==> config.mk <==
export PLATFORM = sky130hd
export DESIGN_NAME = dual_battery_monitor
export DESIGN_NICKNAME = d
export VERILOG_FILES = /design/src/dbm_pkg.sv /design/src/dbm_smoother.sv /design/src/dual_battery_monitor.sv
export SDC_FILE = /design/constraint.sdc
export NUM_CORES = 2
export LEC_CHECK = 0
export ABC_AREA = 1
export ABC_CLOCK_PERIOD_IN_PS = 19600
export BUFFER_PORTS_ARGS = -buffer_cell sky130_fd_sc_hd__buf_2
export CAP_MARGIN = 5
export CORE_ASPECT_RATIO = 0.5
export CORE_MARGIN = 1.5
export CORE_UTILIZATION = 34
export CTS_CLUSTER_DIAMETER = 200
export CTS_CLUSTER_SIZE = 28
export DETAILED_ROUTE_END_ITERATION = 8
export GPL_ROUTABILITY_DRIVEN = 0
export GPL_TIMING_DRIVEN = 1
export PLACE_DENSITY = 0.56
export SLEW_MARGIN = 20
export SYNTH_ARGS = -nofsm -noshare
export SYNTH_HDL_FRONTEND = slang
export SYNTH_SLANG_ARGS = --single-unit
==> constraint.sdc <==
create_clock -name i_clk -period 19.6 [get_ports i_clk]
set_clock_uncertainty 0.2 [all_clocks]
set_input_delay 0.98 -clock i_clk [delete_from_list [all_inputs] [get_ports i_clk]]
set_output_delay 0.98 -clock i_clk [all_outputs]
set_load 0.01 [all_outputs]
==> src/dbm_pkg.sv <==
package dbm_pkg;

    localparam int SAMPLE_BITS = 10;
    localparam int VOLT_W      = 14;
    localparam int DECAY_W     = 16;
    localparam int WEIGHT_W    = 18;
    localparam int CFG_IDX_W   = 2;
    localparam int CFG_DATA_W  = 18;
    localparam int BEEP_W      = 3;

    localparam logic [VOLT_W-1:0]   VOLT_MAX      = 14'h3FFF;
    localparam logic [DECAY_W-1:0]  DECAY_RESET   = 16'd58982;
    localparam logic [WEIGHT_W-1:0] WEIGHT_RESET  = 18'd91606;

    // register indexes on the configuration port
    localparam logic [CFG_IDX_W-1:0] CFG_WARN_THRESHOLD = 2'd0;
    localparam logic [CFG_IDX_W-1:0] CFG_BAD_THRESHOLD  = 2'd1;
    localparam logic [CFG_IDX_W-1:0] CFG_DECAY_FACTOR   = 2'd2;
    localparam logic [CFG_IDX_W-1:0] CFG_SAMPLE_WEIGHT  = 2'd3;

    // battery status codes
    localparam logic [1:0] STATUS_EXTERNAL = 2'd0;
    localparam logic [1:0] STATUS_GOOD     = 2'd1;
    localparam logic [1:0] STATUS_WARN     = 2'd2;
    localparam logic [1:0] STATUS_BAD      = 2'd3;

    // beep cadence
    localparam logic [BEEP_W-1:0] BEEP_ON_LIMIT = 3'd3;
    localparam logic [BEEP_W-1:0] BEEP_WRAP     = 3'd4;

    typedef struct packed {
        logic [SAMPLE_BITS-1:0] sample_one;
        logic [SAMPLE_BITS-1:0] sample_two;
        logic                   external_power;
    } t_dbm_in;

    typedef struct packed {
        logic [VOLT_W-1:0] voltage_one;
        logic [VOLT_W-1:0] voltage_two;
        logic [1:0]        battery_status;
        logic              speaker_on;
    } t_dbm_out;

endpackage

==> src/dbm_smoother.sv <==
module dbm_smoother
    import dbm_pkg::*;
#(
    parameter int ADC_BITS = 10
) (
    input  logic [VOLT_W-1:0]      i_old,
    input  logic [SAMPLE_BITS-1:0] i_sample,
    input  logic [DECAY_W-1:0]     i_decay,
    input  logic [WEIGHT_W-1:0]    i_weight,
    output logic [VOLT_W-1:0]      o_new
);

    localparam int SAMPLE_W = (ADC_BITS < SAMPLE_BITS) ? ADC_BITS : SAMPLE_BITS;
    localparam int POLD_W   = VOLT_W + DECAY_W;
    localparam int PSMP_W   = SAMPLE_W + WEIGHT_W;
    localparam int ACC_W    = ((POLD_W > PSMP_W) ? POLD_W : PSMP_W) + 1;
    localparam int SHR_W    = ACC_W - 16;

    logic [SAMPLE_W-1:0] w_sample;
    logic [POLD_W-1:0]   w_p_old;
    logic [PSMP_W-1:0]   w_p_smp;
    logic [ACC_W-1:0]    w_acc;
    logic [SHR_W-1:0]    w_shr;

    assign w_sample = i_sample[SAMPLE_W-1:0];
    assign w_p_old  = POLD_W'(i_old) * POLD_W'(i_decay);
    assign w_p_smp  = PSMP_W'(w_sample) * PSMP_W'(i_weight);
    assign w_acc    = ACC_W'(w_p_old) + ACC_W'(w_p_smp);
    assign w_shr    = w_acc[ACC_W-1:16];

    // saturate at full scale
    assign o_new = (w_shr > SHR_W'(VOLT_MAX)) ? VOLT_MAX : w_shr[VOLT_W-1:0];

endmodule

==> src/dual_battery_monitor.sv <==
// dual battery monitor
// each input request carries one raw adc sample per battery and the external
// power flag; each output request carries both smoothed voltages, the pack
// status (0 external, 1 good, 2 warn, 3 bad) and the speaker level
// both channels are valid/ready; configuration is a plain write port
// (i_cfg_we, i_cfg_index, i_cfg_data) used while the block is idle
// a request accepted passes through the input register, then the result
// register, before it shows on o_out_data
// throughput: one request per cycle while results are taken; it is set by the
// smoothing state feedback: multiply-add, shift, saturate and threshold compare
// all close combinationally from the voltage registers back to themselves
// when the receiver stalls the result register holds; the input register
// still takes one more request, then o_in_ready drops until the result drains
// reset clears both stages, both voltages, the beep counter and the speaker,
// and loads the default thresholds and smoothing weights
module dual_battery_monitor
    import dbm_pkg::*;
#(
    parameter int ADC_BITS = 10
) (
    input  logic                  i_clk,
    input  logic                  i_rst_n,
    // input requests
    input  logic                  i_in_valid,
    output logic                  o_in_ready,
    input  t_dbm_in               i_in_data,
    // result requests
    output logic                  o_out_valid,
    input  logic                  i_out_ready,
    output t_dbm_out              o_out_data,
    // configuration writes
    input  logic                  i_cfg_we,
    input  logic [CFG_IDX_W-1:0]  i_cfg_index,
    input  logic [CFG_DATA_W-1:0] i_cfg_data
);

    // configuration registers
    logic [VOLT_W-1:0]   r_warn_th;
    logic [VOLT_W-1:0]   r_bad_th;
    logic [DECAY_W-1:0]  r_decay;
    logic [WEIGHT_W-1:0] r_weight;

    // input stage
    logic    r_in_valid;
    t_dbm_in r_in;

    // smoothing and speaker state
    logic [VOLT_W-1:0] r_volt_one;
    logic [VOLT_W-1:0] r_volt_two;
    logic [BEEP_W-1:0] r_beep;
    logic              r_spk;

    // result stage
    logic     r_out_valid;
    t_dbm_out r_out;

    logic [VOLT_W-1:0] n_volt_one;
    logic [VOLT_W-1:0] n_volt_two;
    logic [BEEP_W-1:0] n_beep;
    logic              n_spk;
    logic [1:0]        n_status;
    logic [BEEP_W-1:0] w_beep_inc;
    logic              w_adv;

    // result register free or draining this cycle
    assign w_adv      = !r_out_valid || i_out_ready;
    assign o_in_ready = !r_in_valid || w_adv;

    always_ff @(posedge i_clk) begin
        if (!i_rst_n) begin
            r_warn_th <= '0;
            r_bad_th  <= '0;
            r_decay   <= DECAY_RESET;
            r_weight  <= WEIGHT_RESET;
        end else if (i_cfg_we) begin
            unique case (i_cfg_index)
                CFG_WARN_THRESHOLD: r_warn_th <= i_cfg_data[VOLT_W-1:0];
                CFG_BAD_THRESHOLD:  r_bad_th  <= i_cfg_data[VOLT_W-1:0];
                CFG_DECAY_FACTOR:   r_decay   <= i_cfg_data[DECAY_W-1:0];
                CFG_SAMPLE_WEIGHT:  r_weight  <= i_cfg_data[WEIGHT_W-1:0];
                default: ;
            endcase
        end
    end

    // input register
    always_ff @(posedge i_clk) begin
        if (!i_rst_n) begin
            r_in_valid <= 1'b0;
        end else if (o_in_ready) begin
            r_in_valid <= i_in_valid;
        end
    end

    always_ff @(posedge i_clk) begin
        if (i_in_valid && o_in_ready) begin
            r_in <= i_in_data;
        end
    end

    // one smoother per battery
    dbm_smoother #(
        .ADC_BITS (ADC_BITS)
    ) u_smooth_one (
        .i_old    (r_volt_one),
        .i_sample (r_in.sample_one),
        .i_decay  (r_decay),
        .i_weight (r_weight),
        .o_new    (n_volt_one)
    );

    dbm_smoother #(
        .ADC_BITS (ADC_BITS)
    ) u_smooth_two (
        .i_old    (r_volt_two),
        .i_sample (r_in.sample_two),
        .i_decay  (r_decay),
        .i_weight (r_weight),
        .o_new    (n_volt_two)
    );

    assign w_beep_inc = r_beep + BEEP_W'(1);

    // status and speaker; external power leaves speaker and cadence alone
    always_comb begin
        n_beep = r_beep;
        n_spk  = r_spk;
        if (r_in.external_power) begin
            n_status = STATUS_EXTERNAL;
        end else if (n_volt_one > r_warn_th || n_volt_two > r_warn_th) begin
            n_status = STATUS_GOOD;
            n_spk    = 1'b0;
        end else if (n_volt_one > r_bad_th || n_volt_two > r_bad_th) begin
            n_status = STATUS_WARN;
            n_beep   = w_beep_inc;
            if (w_beep_inc < BEEP_ON_LIMIT) begin
                n_spk = 1'b1;
            end else if (w_beep_inc == BEEP_WRAP) begin
                // end of cadence, speaker keeps its level
                n_beep = '0;
            end else begin
                n_spk = 1'b0;
            end
        end else begin
            n_status = STATUS_BAD;
            n_spk    = !r_spk;
        end
    end

    // state and result advance together with the request
    always_ff @(posedge i_clk) begin
        if (!i_rst_n) begin
            r_out_valid <= 1'b0;
            r_volt_one  <= '0;
            r_volt_two  <= '0;
            r_beep      <= '0;
            r_spk       <= 1'b0;
        end else if (w_adv) begin
            r_out_valid <= r_in_valid;
            if (r_in_valid) begin
                r_volt_one <= n_volt_one;
                r_volt_two <= n_volt_two;
                r_beep     <= n_beep;
                r_spk      <= n_spk;
            end
        end
    end

    always_ff @(posedge i_clk) begin
        if (w_adv && r_in_valid) begin
            r_out.voltage_one    <= n_volt_one;
            r_out.voltage_two    <= n_volt_two;
            r_out.battery_status <= n_status;
            r_out.speaker_on     <= n_spk;
        end
    end

    assign o_out_valid = r_out_valid;
    assign o_out_data  = r_out;

endmodule

-- After elaboration in Yosys (flattened, before gate mapping)
Index checks and enable logic that the tools add are counted.
- register bits after elaboration: 148
- input port bits: 46
- output and inout bits: 33
- word-level logic and storage cells: 66
- add/subtract/negate cells: 3
- multipliers: 4
- order comparisons: 7
- eq/ne operators: 4
- multiplexer cells: 11
- bitwise gates (word level): 2
- reductions and logical operators: 17
- operators by type and width (kind ; number):
    $add A30 B28 Y31 ; 2
    $mul A14 B16 Y30 ; 2
    $gt A14 B14 Y1 ; 4
    $mul A10 B18 Y28 ; 2
    $gt A15 B14 Y1 const B ; 2
    $mux W14 ; 2
    $reduce_and A2 Y1 ; 5
    $mux W1 ; 7
    $mux W3 ; 2
    $reduce_and A5 Y1 ; 1
    $eq A2 B2 Y1 const B ; 2
    $logic_or A1 B1 Y1 ; 4
    $add A3 B1 Y3 const B ; 1
    $eq A3 B3 Y1 const B ; 1
    $logic_not A1 Y1 ; 3
    $lt A3 B2 Y1 const B ; 1
    $eq A2 B1 Y1 const B ; 1
    $logic_and A1 B1 Y1 ; 2
    $logic_not A2 Y1 ; 1
    $not A1 Y1 ; 2
    $reduce_or A2 Y1 ; 1

-- Logic depth before layout (Yosys ltp)
- word-level depth: 9
- gate-level depth with buffers: 44
- depth with buffers taken out: 41

-- By module
A second synthesis with hierarchy kept.
- cells, all modules: 4478
- area total of the unflattened synthesis: 34513.1 µm²
- modules (own cells, without submodules) (module ; instances ; cells each ; area each (µm²)):
    dbm_smoother at u_smooth_two ; 1 ; 1890 ; 14108.5
    dbm_smoother at u_smooth_one ; 1 ; 1886 ; 14023.4
    dual_battery_monitor ; 1 ; 702 ; 6381.1

-- Worst setup path before layout
Ideal clock, no wire load.
- kind: flip-flop to flip-flop
- start point: register r_decay[14]
- end point: register r_beep[0]
- arrival time: 7251 ps
- data required time: 19268 ps
- slack: 12017 ps
- stages on the path, launching flop included: 39
- buffers on the path: 3
- period minus slack after synthesis: 7583 ps
- cell sequence: dfxtp_1 -> clkbuf_1 -> clkbuf_1 -> nand2_1 -> fa_1 -> inv_1 -> fa_1 -> inv_1 -> fa_1 -> fa_1 -> inv_1 -> fa_1 -> fa_1 -> inv_1 -> fa_1 -> inv_1 -> ha_1 -> nand2_2 -> (+3 left out) -> nand2_1 -> a21oi_2 -> nand3_1 -> nand2_4 -> buf_4 -> nand3_1 -> ha_1 -> nand2_1 -> nor3_1 -> nand2_1 -> nand2_1 -> nand2_1 -> nand2_1 -> inv_1 -> nor2_1 -> nand2_1 -> nand2_1 -> a21oi_1
- longest elaborated chain between the ends: 8
- elaborated cells between the ends (all ways): 16
- RTL lines (what ; line ; text):
    start: declaration ; dual_battery_monitor.sv:40 ; logic [DECAY_W-1:0] r_decay;
    start signal: assignment ; dual_battery_monitor.sv:79 ; CFG_DECAY_FACTOR: r_decay <= i_cfg_data[DECAY_W-1:0];
    $mul A14 B16 Y30 * ; dbm_smoother.sv:26 ; assign w_p_old = POLD_W'(i_old) * POLD_W'(i_decay);
    $add A30 B28 Y31 * ; dbm_smoother.sv:28 ; assign w_acc = ACC_W'(w_p_old) + ACC_W'(w_p_smp);
    $gt A15 B14 Y1 ; dbm_smoother.sv:32 ; assign o_new = (w_shr > SHR_W'(VOLT_MAX)) ? VOLT_MAX : w_shr[VOLT_W-1:0];
    $mux W14 * ; dbm_smoother.sv:32 ;
    named net n_volt_two[11] ; dual_battery_monitor.sv:58 ; logic [VOLT_W-1:0] n_volt_two;
    $gt A14 B14 Y1 ; dual_battery_monitor.sv:130 ; end else if (n_volt_one > r_warn_th || n_volt_two > r_warn_th) begin
    $logic_or A1 B1 Y1 ; dual_battery_monitor.sv:130 ;
    $not A1 Y1 (no line) ; -- ;
    $reduce_and A5 Y1 (no line) * ; -- ;
    end signal: assignment ; dual_battery_monitor.sv:163 ; r_beep <= n_beep;
    end: declaration ; dual_battery_monitor.sv:50 ; logic [BEEP_W-1:0] r_beep;
The timed path passes the listed nets; every way through them passes the cells marked *.
A chain may end at the register's enable or synchronous reset.

-- Worst setup path after layout
- start point: register r_decay[9]
- end point: register r_beep[2]
- longest elaborated chain between the ends: 8
- elaborated cells between the ends (all ways): 16
- RTL lines (what ; line ; text):
    $mul A14 B16 Y30 * ; dbm_smoother.sv:26 ;
    $add A30 B28 Y31 * ; dbm_smoother.sv:28 ;
    $gt A15 B14 Y1 ; dbm_smoother.sv:32 ;
    $mux W14 * ; dbm_smoother.sv:32 ;
    named net n_volt_one[11] ; dual_battery_monitor.sv:57 ; logic [VOLT_W-1:0] n_volt_one;
    $gt A14 B14 Y1 ; dual_battery_monitor.sv:130 ;
    $logic_or A1 B1 Y1 ; dual_battery_monitor.sv:130 ;
    $not A1 Y1 (no line) ; -- ;
    $reduce_and A5 Y1 (no line) * ; -- ;
Marked as above.

==> reports/qor.yml <==
logic_synthesis:
  synth_top_family_by_area: "adder cells"
  ys_ff_latch: 148
  yosysTopAreaCellShare: 0.399
  synthFlopType: "dfxtp_1"
  synth.most_common_cell: "inv_1"
  synth_edf_count: 52
  synthesis.nets: 5582
  synth_simple_gate_area_frac: 0.182
  netlist_instances: 4536
  synthAdderAreaFrac: 0.510
  synth-seq-area-share: 0.100
  synth.top_cells.by_area: "fa_1 40%, inv_1 15%, nand2_1 13%"
  yosys_warnings: 0
  synth_mux_area_frac: 0
  synth_area_leader_cell: "fa_1"
  ys_async_sr_fraction: 0
  synth.avg_cell_area_um2: 7.67
  synth.cell_area_mm2: 0.0348
  synth_compound_area_frac: 0.0326
  yosys-top-cells-count: "1382 x inv_1, 1211 x nand2_1, 694 x fa_1"
  ys_types: 43
  synthXorXnorAreaFrac: 0.00176
timing:
  relSlewSlack: 0.283
  final.setup.worst_slack_ps: 10020
  finalHoldViolCount: 0
  min_period_ps: 9580
  min_period_over_period: 0.489
  final_max_slew_viol_count: 0
  setup_viol: 0
  hold_ws_ps: 263
  worstMarginPinSlew_ps: 1070
  finalSetupTns_ps: 0
  rsz0062_at_grt: "no"
  timing.fmax_ghz: 0.104
floorplanning:
  dieArea_mm2: 0.104
  start_util: 0.345
  die_w_um: 455
  std_cell_rows: 82
  coreArea_mm2: 0.101
  fp.dieH_um: 229
  ios: 79
cts:
  cts_sinks: 148
  clk_latency_ps: 510
  root_buffer: "clkbuf_16"
  cts_hold_buf: 0
  cts_tree: "yes"
  cts_resized: 0
  cts_buffers: 17
  clk_path_buf_depth: 2
  clk_transition_reported_paths_ps: 90
  cts_max_level: 4
  cts_setup_buffers: 0
job:
  cap_violations: 0
global_routing:
  antenna_found_initial: 9
  track_usage: 0.219
  grt_max_degree: 56
  overflow: 0
  grt_pass1_wl_um: 173000
  grt_pass1_vias: 29100
final_layout:
  drive_gt1_frac: 0.0482
  final_cell_count_no_fill: 5843
  syn_to_final_growth_pct: 6.58
  fill_cells: 10500
  fin_nets: 5531
setup_path:
  startpoint_type: "flop"
  path_buf_inv: 6
  cp_max_fo: 22
  crit_required_ps: 19790
  cpMaxStageDelayCell: "dfxtp_1"
  worstSetupPathType: "flop to flop"
  endpoint_kind: "flop"
  arrival_ps: 9780
  cp_slowest_stage_delay_ps: 1000
  crit_family: "adder cells"
routing:
  wl_um: 110000
  drtIter0Drc: 2393
  ant_nets: 0
  first_pass_iters: 5
  avgViaCountPerCell: 4.77
  drcViolationCount: 0
  routedWlPerCell_um: 18.8
  num_vias: 27900
status:
  status: "complete, no violations"
placement:
  io_buffers: 78
  dp_slack_ps: 10140
  dp_cells: 5810
  dp_hpwl_um: 88500
min_path:
  worstHoldPathType: "flop to flop"
[registers in the layout, summed over array words and instances, names as in the netlist, 3 cells and up]
signal,count
r_beep,3
r_decay,16
r_bad_th,14
r_volt_one,14
o_out_data,31
r_volt_two,14
r_in,21
r_warn_th,14
r_weight,18
[final timing paths]
kind         cells past startpoint  slack, ps           to   startpoint
max                             33      10020    r_beep[2]   r_decay[9]
min                              2        260  r_decay[13]  r_decay[13]
max reg2reg                     33      10020    r_beep[2]   r_decay[9]
min reg2reg                      2        260  r_decay[13]  r_decay[13]
[logic make-up after synthesis]
group | Yosys count
simple gates | 1574
buf+inv | 1596
flops | 148
compound gates | 211
xor+xnor | 7
fa+ha+maj | 1000
[cell type report]
class | instances | area, µm² | area share
clock inverter | 15 | 174 | 0.00469
tap | 1344 | 1680 | 0.0454
sequential | 148 | 3490 | 0.0940
antenna | 1 | 2.50 | 0.0000675
multi-input combinational | 2792 | 25200 | 0.681
inverter | 1389 | 5210 | 0.141
timing repair buffer | 137 | 833 | 0.0225
clock buffer | 17 | 425 | 0.0115
[per-stage QoR]
step | instance area, µm² | util
after CTS | 37100 | 0.368
final | 37100 | 0.368
after detailed placement | 36500 | 0.362
after floorplan | 34800 | -
after global placement | 36500 | 0.362
after global routing | 37100 | 0.368
[layout by cell type (no fill, tap or decap), types with 16 or more instances in the layout]
| cell type | Yosys | routed |
|---|---|---|
| clkbuf_16 | 0 | 17 |
| nand3_1 | 92 | 92 |
| a21oi_1 | 111 | 111 |
| buf_4 | 6 | 59 |
| buf_2 | 1 | 78 |
| nor2_1 | 182 | 182 |
| inv_1 | 1382 | 1382 |
| ha_1 | 306 | 306 |
| nor3_1 | 16 | 16 |
| dfxtp_1 | 96 | 94 |
| edfxtp_1 | 52 | 52 |
| nand2_1 | 1211 | 1211 |
| fa_1 | 694 | 694 |
| o21ai_0 | 68 | 68 |
| nand4_1 | 23 | 23 |
[layer usage]
metal / routed length [µm] / up-vias / part of all wire / GRT usage
met4: 2710 / 4 / 0.025 / 0.0548
met2: 46600 / 1165 / 0.42 / 0.324
met1: 48800 / 13900 / 0.44 / 0.317
li1: - / 12700 / - / -
met5: 26 / - / 0.00024 / 0
met3: 11600 / 133 / 0.11 / 0.0578
[worst reg2reg max path: cells and delay by family, from the launching register on]
family / cells / cell delay (ps)
DFF: 1 / 1000
and+or+nand+nor: 15 / 2700
adders and majority gates: 9 / 4310
buffers and inverters: 6 / 680
AOI/OAI and AO/OA: 3 / 580
Power is not shown: default switching activity piles up to over one toggle a cycle in this logic, so the estimate is an artifact.
